--- src/kqt_pkg.sv ---
`default_nettype none

package kqt_pkg;

    localparam int CAPACITY = 64;
    localparam int SLOT_W   = (CAPACITY > 1) ? $clog2(CAPACITY) : 1;
    localparam int CNT_W    = $clog2(CAPACITY + 1);

    localparam int ACTION_W = 2;
    localparam int KEY_W    = 32;
    localparam int QTY_W    = 32;
    localparam int STATUS_W = 2;
    localparam int OSLOT_W  = 6;

    localparam logic [ACTION_W-1:0] ACT_INSERT = 2'd0;
    localparam logic [ACTION_W-1:0] ACT_LOOKUP = 2'd1;
    localparam logic [ACTION_W-1:0] ACT_UPDATE = 2'd2;

    localparam logic [STATUS_W-1:0] ST_DONE      = 2'd0;
    localparam logic [STATUS_W-1:0] ST_NOT_FOUND = 2'd1;
    localparam logic [STATUS_W-1:0] ST_DUPLICATE = 2'd2;
    localparam logic [STATUS_W-1:0] ST_FULL      = 2'd3;

    localparam logic signed [QTY_W-1:0] QTY_MAX = {1'b0, {(QTY_W-1){1'b1}}};
    localparam logic signed [QTY_W-1:0] QTY_MIN = {1'b1, {(QTY_W-1){1'b0}}};

    typedef struct packed {
        logic                     active;
        logic [ACTION_W-1:0]      action;
        logic [KEY_W-1:0]         part_key;
        logic signed [QTY_W-1:0]  amount;
        logic [STATUS_W-1:0]      status;
        logic signed [QTY_W-1:0]  quantity;
        logic [SLOT_W-1:0]        slot;
    } kqt_token_t;

endpackage

`default_nettype wire

--- src/kqt_cell.sv ---
`default_nettype none

module kqt_cell
    import kqt_pkg::*;
(
    input  wire logic              clk,
    input  wire logic              rst_n,
    input  wire logic              adv,
    input  wire logic [SLOT_W-1:0] idx,
    input  wire logic [CNT_W-1:0]  fill,
    input  wire kqt_token_t        tok_in,
    output kqt_token_t             tok_out
);

    logic [KEY_W-1:0]        key_reg;
    logic signed [QTY_W-1:0] qty_reg;
    logic [KEY_W-1:0]        key_next;
    logic signed [QTY_W-1:0] qty_next;
    kqt_token_t              tok_reg;
    kqt_token_t              tok_next;

    logic                    open;
    logic                    filled;
    logic                    at_tail;
    logic                    hit;
    logic signed [QTY_W:0]   sum;
    logic signed [QTY_W-1:0] sat;

    always_comb
    begin
        open    = tok_in.active && (tok_in.status == ST_NOT_FOUND);
        filled  = CNT_W'(idx) < fill;
        at_tail = CNT_W'(idx) == fill;
        hit     = open && filled && (key_reg == tok_in.part_key);
        sum     = {qty_reg[QTY_W-1], qty_reg} + {tok_in.amount[QTY_W-1], tok_in.amount};
        if (sum[QTY_W] != sum[QTY_W-1])
        begin
            sat = sum[QTY_W] ? QTY_MIN : QTY_MAX;
        end
        else
        begin
            sat = sum[QTY_W-1:0];
        end

        tok_next = tok_in;
        key_next = key_reg;
        qty_next = qty_reg;
        if (hit && tok_in.action == ACT_INSERT)
        begin
            tok_next.status = ST_DUPLICATE;
        end
        else if (hit && tok_in.action == ACT_LOOKUP)
        begin
            tok_next.status   = ST_DONE;
            tok_next.quantity = qty_reg;
            tok_next.slot     = idx;
        end
        else if (hit && tok_in.action == ACT_UPDATE)
        begin
            tok_next.status   = ST_DONE;
            tok_next.quantity = sat;
            tok_next.slot     = idx;
            qty_next          = sat;
        end
        else if (open && at_tail && tok_in.action == ACT_INSERT)
        begin
            tok_next.status   = ST_DONE;
            tok_next.quantity = tok_in.amount;
            tok_next.slot     = idx;
            key_next          = tok_in.part_key;
            qty_next          = tok_in.amount;
        end
    end

    always_ff @(posedge clk or negedge rst_n)
    begin
        if (!rst_n)
        begin
            tok_reg <= '0;
        end
        else if (adv)
        begin
            tok_reg <= tok_next;
        end
    end

    always_ff @(posedge clk)
    begin
        if (adv)
        begin
            key_reg <= key_next;
            qty_reg <= qty_next;
        end
    end

    assign tok_out = tok_reg;

endmodule

`default_nettype wire
--- config.mk ---
export PLATFORM = sky130hd
export DESIGN_NAME = kqt_cell
export DESIGN_NICKNAME = d
export VERILOG_FILES = /design/src/kqt_pkg.sv /design/src/kqt_cell.sv
export SDC_FILE = /design/constraint.sdc
export NUM_CORES = 1
export LEC_CHECK = 0
export CORE_AREA = 2 2 167 169
export DETAILED_ROUTE_END_ITERATION = 8
export DIE_AREA = 0 0 169 171
export DONT_BUFFER_PORTS = 1
export HOLD_SLACK_MARGIN = 0.03
export PLACE_DENSITY = 0.51
export SLEW_MARGIN = 20
export SYNTH_ARGS = -nofsm -noshare
export SYNTH_HDL_FRONTEND = slang
export SYNTH_SLANG_ARGS = --single-unit
--- constraint.sdc ---
create_clock -name clk -period 6.85 [get_ports clk]
set_input_delay 1.0275 -clock clk [delete_from_list [all_inputs] [get_ports clk]]
set_output_delay 1.0275 -clock clk [all_outputs]
set_load 0.005 [all_outputs]
==> out/results.md, run 1 <==
| Result | Value |
| --- | --- |
| Outcome | completed |
| Required time at the endpoint of the critical path | 7.19 ns |
| Compound-cell area share of the yosys netlist | 18.9% |
| Max-slew violation count | 0 |
| Maximum net fanout on the critical path | 17 |
| Count of antenna diodes in the layout | 0 |
| Die footprint | 28900 µm² |
| Core Box Area | 27300 µm² |
| Mean instance size in the synthesized netlist | 9.78 µm² |
| Reg2reg end | tok_out[15]$_DFFE_PN0P_ |
| Sort of element at the end of the critical path | flop |
| Adder-cell share of the synthesized area | 4.87% |
| Number of I/O pins | 230 |
| Multiplexer share of the synthesized area | 8.30% |
| Number of levels in the clock H-tree | 4 |
| Crit path cell chain | nand3b_1, or4_1, nor4b_1, and4b_1, o211ai_1, mux2i_2, nor2_1, a22oi_1 |
| Hold buffer count at CTS | 0 |
| Drt drc | 0 |
| Final estimated routing congestion in global placement | 0.870 |
| Async SR Flop Fraction | 62.6% |
| Final layout net count | 1182 |
| Die extent in y | 171 µm |
| Max-capacitance violation count | 0 |
| Estimated wirelength of the detail-placed design | 22200 µm |
| Worst-case register-to-register setup slack | 2.45 ns |
| DRT Wirelength | 31900 µm |
| Leakage power | 0.00437 µW |
| Via count of the first global-routing pass | 8148 |
| Peak ir drop on the vdd network | 0.153 mV |
| Count of instances resized after the clock tree is built | 0 |
| Arr. time, crit path | 5.02 ns |
| Maximum clock rate | 214 MHz |
| Delay of the slowest critical-path stage | 0.83 ns |
| Netlist area before placement | 10200 µm² |
| Most instantiated flip-flop cell in the synthesis netlist | sky130_fd_sc_hd__dfrtp_1 |
| Number of optimization iterations in the first detailed-route pass | 7 |
| Distinct cells, synth | 64 |
| Antenna-violating nets left | 0 |
| CTS tree | built |
| Pwr Density | 222 nW/µm² |
| DR vias | 8171 |
| Final global-route overflow total | 0 |
| Layout Skew | 0.0253 ns |
| Pre-CTS setup slack | 1.72 ns |
| Synth Area in Simple Gates | 15.4% |
| Number of cells on the worst reg-to-reg path | 11 |
| Starting density of the core | 37.2% |
| CP endpoint | tok_out[15]$_DFFE_PN0P_ |
| CP Launch Type | input port |
| Unrepaired setup endpoints after global routing | no |
| Mean routed wirelength per cell | 23.1 µm |
| Post-layout worst setup margin | 2.18 ns |
| Violation count after the first detailed-route iteration | 594 |
| Worst-Margin Slew | 1.11 ns |
| Launch point of the critical path | tok_in[39] |
| Synth Register Bits | 171 |
| Max stage delay cell, worst path | sky130_fd_sc_hd__mux2i_2 |
| Total routing usage reported by global routing | 21.9% |
| Initial antenna violation count | 0 |
| # clock sinks | 171 |
| Final period demand of the worst path | 4.67 ns |
| Max-slew headroom | 25.9% |
| Worst hold path type | in -> async |
| Global-route wire length before repair | 48600 µm |
| Critical setup path kind | in -> reg |
| Number of flip-flops in the largest register | 107 |
| Sequential share of the synthesized area | 45.2% |
| Rows | 61 |
| Clk pin slew, worst setup/hold paths | 0.08 ns |
| Final number of setup-violating endpoints | 0 |
| Count of flip-flops with a built-in enable after synthesis | 64 |
| Warnings from Yosys | 0 |
| Layout-stage area growth over the synthesis result | 10.4% |
| Clk Latency, worst-skew pair | 0.46 ns |
| Number of clock buffers inserted by TritonCTS | 17 |
| Clock tree root driver cell | sky130_fd_sc_hd__clkbuf_16 |
| Xor/xnor cell area share of the yosys netlist | 4.56% |
| R2R Path Start | qty_reg[0]$_DFFE_PP_ |
| Number of hold violations in the final report | 0 |
| Fin Setup TNS | 0 ns |
| Combinational family with the most area after synthesis | compound AO/OA/AOI/OAI gates |
| Post-route core utilization | 41.1% |
| Proportion of layout cells with a drive suffix above 1 | 13.2% |
| Buffer levels on the longest clock path | 2 |
| Pin count of the biggest net entering global routing | 130 |
| Detailed-route vias per instance | 5.93 |
| Post-Synthesis Cells | 1040 |
| # Post-CTS Setup Buffers | 0 |
| Tcrit/Tclk final | 68.2% |
| Number of buffers inserted by port buffering | 0 |
| Post-synthesis net count | 1202 |
| Width of the die | 169 µm |
| Layout fillers | 2667 |
[layer usage]
| metal | vias to the layer above | track usage (%) | part of all wire [%] |
|---|---|---|---|
| met3 | 39 | 6.01 | 7.4 |
| met5 | - | 0 | 0 |
| li1 | 3837 | - | - |
| met1 | 4000 | 29.2 | 45 |
| met4 | 0 | 5.61 | 1.5 |
| met2 | 295 | 35.4 | 46 |
[where the power goes]
part | internal [µW] | total, µW | switching, µW
Combinational | 125 | 258 | 133
Sequential | 1120 | 1180 | 53.2
Clock | 515 | 1060 | 545
Total | 1760 | 2490 | 732
[worst min path at each step]
stage / to / cells after the start
floorplan: tok_out[31]$_DFFE_PN0P_ / 2
global placement: tok_out[55]$_DFFE_PN0P_ / 1
detailed placement: tok_out[58]$_DFFE_PN0P_ / 1
CTS: tok_out[85]$_DFFE_PN0P_ / 0
global route: tok_out[85]$_DFFE_PN0P_ / 0
finish: tok_out[63]$_DFFE_PN0P_ / 0
[cell usage in the layout (no fill, tap or decap), types with 6 or more instances in the layout]
cell / n
sky130_fd_sc_hd__a21oi_1: 124
sky130_fd_sc_hd__dfrtp_1: 107
sky130_fd_sc_hd__nor2_1: 90
sky130_fd_sc_hd__nand2_1: 83
sky130_fd_sc_hd__mux2_2: 67
sky130_fd_sc_hd__edfxtp_1: 64
sky130_fd_sc_hd__o21ai_0: 50
sky130_fd_sc_hd__xor2_1: 39
sky130_fd_sc_hd__ha_1: 38
sky130_fd_sc_hd__and3_1: 25
sky130_fd_sc_hd__nand3_1: 22
sky130_fd_sc_hd__nor4_1: 19
sky130_fd_sc_hd__inv_1: 17
sky130_fd_sc_hd__a21o_1: 17
sky130_fd_sc_hd__clkbuf_16: 17
sky130_fd_sc_hd__a211oi_1: 16
sky130_fd_sc_hd__buf_4: 16
sky130_fd_sc_hd__nor3_1: 14
sky130_fd_sc_hd__xnor2_1: 14
sky130_fd_sc_hd__nor2b_1: 12
sky130_fd_sc_hd__nand4_1: 11
sky130_fd_sc_hd__and2_1: 9
sky130_fd_sc_hd__a31oi_1: 9
sky130_fd_sc_hd__o211ai_1: 8
sky130_fd_sc_hd__mux2i_1: 8
sky130_fd_sc_hd__a221oi_1: 7
sky130_fd_sc_hd__a211o_1: 7
sky130_fd_sc_hd__clkinv_8: 7
sky130_fd_sc_hd__o21a_1: 6
sky130_fd_sc_hd__o31ai_1: 6
[cell families (layout without fill, tap and decap cells)]
kind of cell	count (synthesis)	after routing
flops	171	171
compound gates	307	307
simple gates	321	321
xor+xnor	53	53
buf+inv	73	66
mux	76	76
fa+ha+maj	39	39
[critical path, delay by kind of cell]
family	cells	cell delay, ns
simple gates	5	2.61
compound gates	2	0.53
mux	1	0.83
[synthesized netlist by cell type, types with 5 or more instances]
cell type,count,share of area (%)
sky130_fd_sc_hd__a21oi_1,125,6.2
sky130_fd_sc_hd__dfrtp_1,107,26
sky130_fd_sc_hd__nor2_1,92,3.4
sky130_fd_sc_hd__nand2_1,83,3.1
sky130_fd_sc_hd__mux2_2,67,7.4
sky130_fd_sc_hd__edfxtp_1,64,19
sky130_fd_sc_hd__clkbuf_1,51,1.9
sky130_fd_sc_hd__o21ai_0,50,2.5
sky130_fd_sc_hd__xor2_1,39,3.4
sky130_fd_sc_hd__ha_1,38,4.7
sky130_fd_sc_hd__and3_1,25,1.5
sky130_fd_sc_hd__nand3_1,22,1.1
sky130_fd_sc_hd__nor4_1,21,1.3
sky130_fd_sc_hd__a211oi_1,18,1.3
sky130_fd_sc_hd__a21o_1,17,1.3
sky130_fd_sc_hd__inv_1,17,0.63
sky130_fd_sc_hd__nor3_1,15,0.74
sky130_fd_sc_hd__xnor2_1,14,1.2
sky130_fd_sc_hd__nor2b_1,12,0.74
sky130_fd_sc_hd__nand4_1,11,0.68
sky130_fd_sc_hd__a31oi_1,9,0.55
sky130_fd_sc_hd__and2_1,9,0.55
sky130_fd_sc_hd__mux2i_1,9,0.89
sky130_fd_sc_hd__o211ai_1,8,0.59
sky130_fd_sc_hd__a211o_1,7,0.60
sky130_fd_sc_hd__a221oi_1,7,0.60
sky130_fd_sc_hd__o21a_1,6,0.44
sky130_fd_sc_hd__o31ai_1,6,0.44
sky130_fd_sc_hd__nand2b_1,5,0.31
sky130_fd_sc_hd__nand3b_1,5,0.37
sky130_fd_sc_hd__o22ai_1,5,0.31
sky130_fd_sc_hd__or3_1,5,0.31
[layout make-up]
| class | instances | area [µm²] | area share [%] |
|---|---|---|---|
| multi-input combinational | 796 | 5360 | 47.7 |
| sequential | 171 | 4600 | 40.9 |
| tap | 346 | 433 | 3.85 |
| clock buffer | 17 | 425 | 3.79 |
| clock inverter | 15 | 224 | 1.99 |
| timing repair buffer | 16 | 120 | 1.07 |
| inverter | 18 | 67.6 | 0.602 |
[through the flow]
stage	cell area [µm²]	cells	total power, µW	hold slack [ns]
detailed placement	10600	1347	1460	0.523
global route	11200	1379	2600	0.247
CTS	11200	1379	2520	0.249
finish	11200	1379	2490	0.277
floorplan	10200	1040	1400	0.485
global placement	10600	1347	1450	0.518
Power figures use the tool's default switching activity.
==> run 2: changes to the inputs <==
Clock period 6.85 ns to 4.9 ns, I/O delays scaled along.
==> run 2 against run 1 <==
Routed wire length decreased by 1.7%; first-iteration DRC count rose by 4.4%; clock-buffer cell count rose by 1; sequential share of layout area down 0.14 points; combinational power rose by 48%; critical path depth increased by 4; largest power group unchanged.
==> out/results.md, run 2 (synthesis results as in run 1) <==
| Result | Value |
| --- | --- |
| Outcome | completed |
| Sort of element at the end of the critical path | flop |
| Clk Latency, worst-skew pair | 0.44 ns |
| Clk pin slew, worst setup/hold paths | 0.08 ns |
| Die extent in y | 171 µm |
| # Post-CTS Setup Buffers | 0 |
| Die footprint | 28900 µm² |
| Worst hold path type | in -> async |
| Final period demand of the worst path | 3.65 ns |
| Delay of the slowest critical-path stage | 0.77 ns |
| Unrepaired setup endpoints after global routing | no |
| Drt drc | 0 |
| Clock tree root driver cell | sky130_fd_sc_hd__clkbuf_16 |
| Number of buffers inserted by port buffering | 0 |
| Number of cells on the worst reg-to-reg path | 12 |
| Max stage delay cell, worst path | sky130_fd_sc_hd__a2111oi_0 |
| Width of the die | 169 µm |
| Critical setup path kind | reg -> reg |
| Proportion of layout cells with a drive suffix above 1 | 13.6% |
| Leakage power | 0.00442 µW |
| Number of flip-flops in the largest register | 107 |
| Most frequent cells in the layout | sky130_fd_sc_hd__a21oi_1 (125), sky130_fd_sc_hd__dfrtp_1 (107), sky130_fd_sc_hd__nor2_1 (92) |
| Estimated wirelength of the detail-placed design | 22600 µm |
| Via count of the first global-routing pass | 8344 |
| Worst-case register-to-register setup slack | 1.25 ns |
| Initial antenna violation count | 0 |
| Count of antenna diodes in the layout | 0 |
| Final layout net count | 1194 |
| Total routing usage reported by global routing | 21.9% |
| Antenna-violating nets left | 0 |
| Arr. time, crit path | 4.00 ns |
| Starting density of the core | 37.2% |
| Final estimated routing congestion in global placement | 0.928 |
| Number of hold violations in the final report | 0 |
| Layout Skew | 0.0151 ns |
| Peak ir drop on the vdd network | 0.205 mV |
| Mean routed wirelength per cell | 22.5 µm |
| CTS tree | built |
| Pin count of the biggest net entering global routing | 130 |
| Final number of setup-violating endpoints | 0 |
| Violation count after the first detailed-route iteration | 620 |
| Number of clock buffers inserted by TritonCTS | 17 |
| # clock sinks | 171 |
| Pre-CTS setup slack | 0.811 ns |
| Max-capacitance violation count | 0 |
| Buffer levels on the longest clock path | 2 |
| Maximum clock rate | 274 MHz |
| Global-route wire length before repair | 48700 µm |
| R2R Path Start | qty_reg[0]$_DFFE_PP_ |
| Sequential Area | 4600 µm² |
| Max-slew violation count | 0 |
| Detailed-route vias per instance | 5.86 |
| Number of optimization iterations in the first detailed-route pass | 6 |
| Launch point of the critical path | qty_reg[0]$_DFFE_PP_ |
| Number of I/O pins | 230 |
| Required time at the endpoint of the critical path | 5.25 ns |
| Rows | 61 |
| Maximum net fanout on the critical path | 11 |
| Worst-Margin Slew | 1.08 ns |
| Multi-input gate area | 5340 µm² |
| CP Launch Type | flop |
| Tcrit/Tclk final | 74.4% |
| DRT Wirelength | 31300 µm |
| Layout-stage area growth over the synthesis result | 10.8% |
| Commonest non-fill, non-tap cell in the layout | sky130_fd_sc_hd__a21oi_1 |
| Core Box Area | 27300 µm² |
| Post-layout worst setup margin | 1.25 ns |
| Fin Setup TNS | 0 ns |
| Crit path cell chain | ha_1, inv_1, fa_1, nand2b_1, a21oi_1, o211ai_1, a2111oi_0, nor3_1, a211oi_1, buf_4, nand4_1, a22oi_1 |
| Number of levels in the clock H-tree | 4 |
| Reg2reg end | tok_out[32]$_DFFE_PN0P_ |
| DR vias | 8151 |
| Final global-route overflow total | 0 |
| Pwr Density | 302 nW/µm² |
| Layout fillers | 2691 |
| Max-slew headroom | 27.6% |
run 2: changes by cell type in the layout (fill, tap and decap cells not counted), sizes merged:
cell,before,now
buf,16,28
inv,25,23
clkbuf,17,18
clkinv,8,9
run 2: through the flow:
stage                     instance area, µm²  instances  total power, µW  hold WS [ns]  util [%]
after floorplan                        10200       1040             1950         0.439         -
after global placement                 10600       1358             2030         0.444      38.9
after detailed placement               10600       1358             2030         0.444      38.9
after CTS                              11300       1391             3440         0.259      41.2
final                                  11300       1391             3400         0.220      41.2
after global routing                   11300       1391             3560         0.262      41.2
run 2: cell type report:
type | instances | share of cell area [%]
Clock inverter | 14 | 1.53
Multi-Input combinational cell | 796 | 47.4
Tap cell | 346 | 3.84
Inverter | 18 | 0.600
Sequential cell | 171 | 40.8
Clock buffer | 18 | 3.81
Timing Repair Buffer | 28 | 2.04
run 2: worst max-delay path: cells and delay by family (launching register included):
kind / cells / cell delay [ns]
simple gates: 3 / 0.56
compound gates: 5 / 1.77
buf+inv: 2 / 0.31
fa+ha+maj: 2 / 0.56
flops: 1 / 0.36
run 2: routing by layer:
layer  vias up  share of wire, %  track usage, %
li1       3853                 -               -
met1      3989                44            28.9
met2       279                46            35.2
met3        30               7.4            6.06
met4         0               1.6            6.54
met5         -                 0               0
run 2: report_power, final:
part           total [µW]  switching, µW  leakage [µW]  internal [µW]
Clock                1380            689      0.000290            690
Combinational         382            203       0.00230            179
Sequential           1640           73.0       0.00183           1570
Total                3400            965       0.00442           2440
run 2: worst max path at each step:
stage,cells after the start,endpoint,slack [ns]
finish,12,tok_out[32]$_DFFE_PN0P_,1.25
CTS,6,qty_reg[9]$_DFFE_PP_,1.28
global placement,8,tok_out[0]$_DFFE_PN0P_,0.86
detailed placement,8,tok_out[5]$_DFFE_PN0P_,0.81
global route,11,qty_reg[17]$_DFFE_PP_,0.84
floorplan,7,key_reg[0]$_DFFE_PP_,0.15
run 2: timing repair:
action / CTS / global route
hold buffers: 1 / 0
gates resized for setup: 0 / 0
endpoints found under the hold margin: 107 / 0
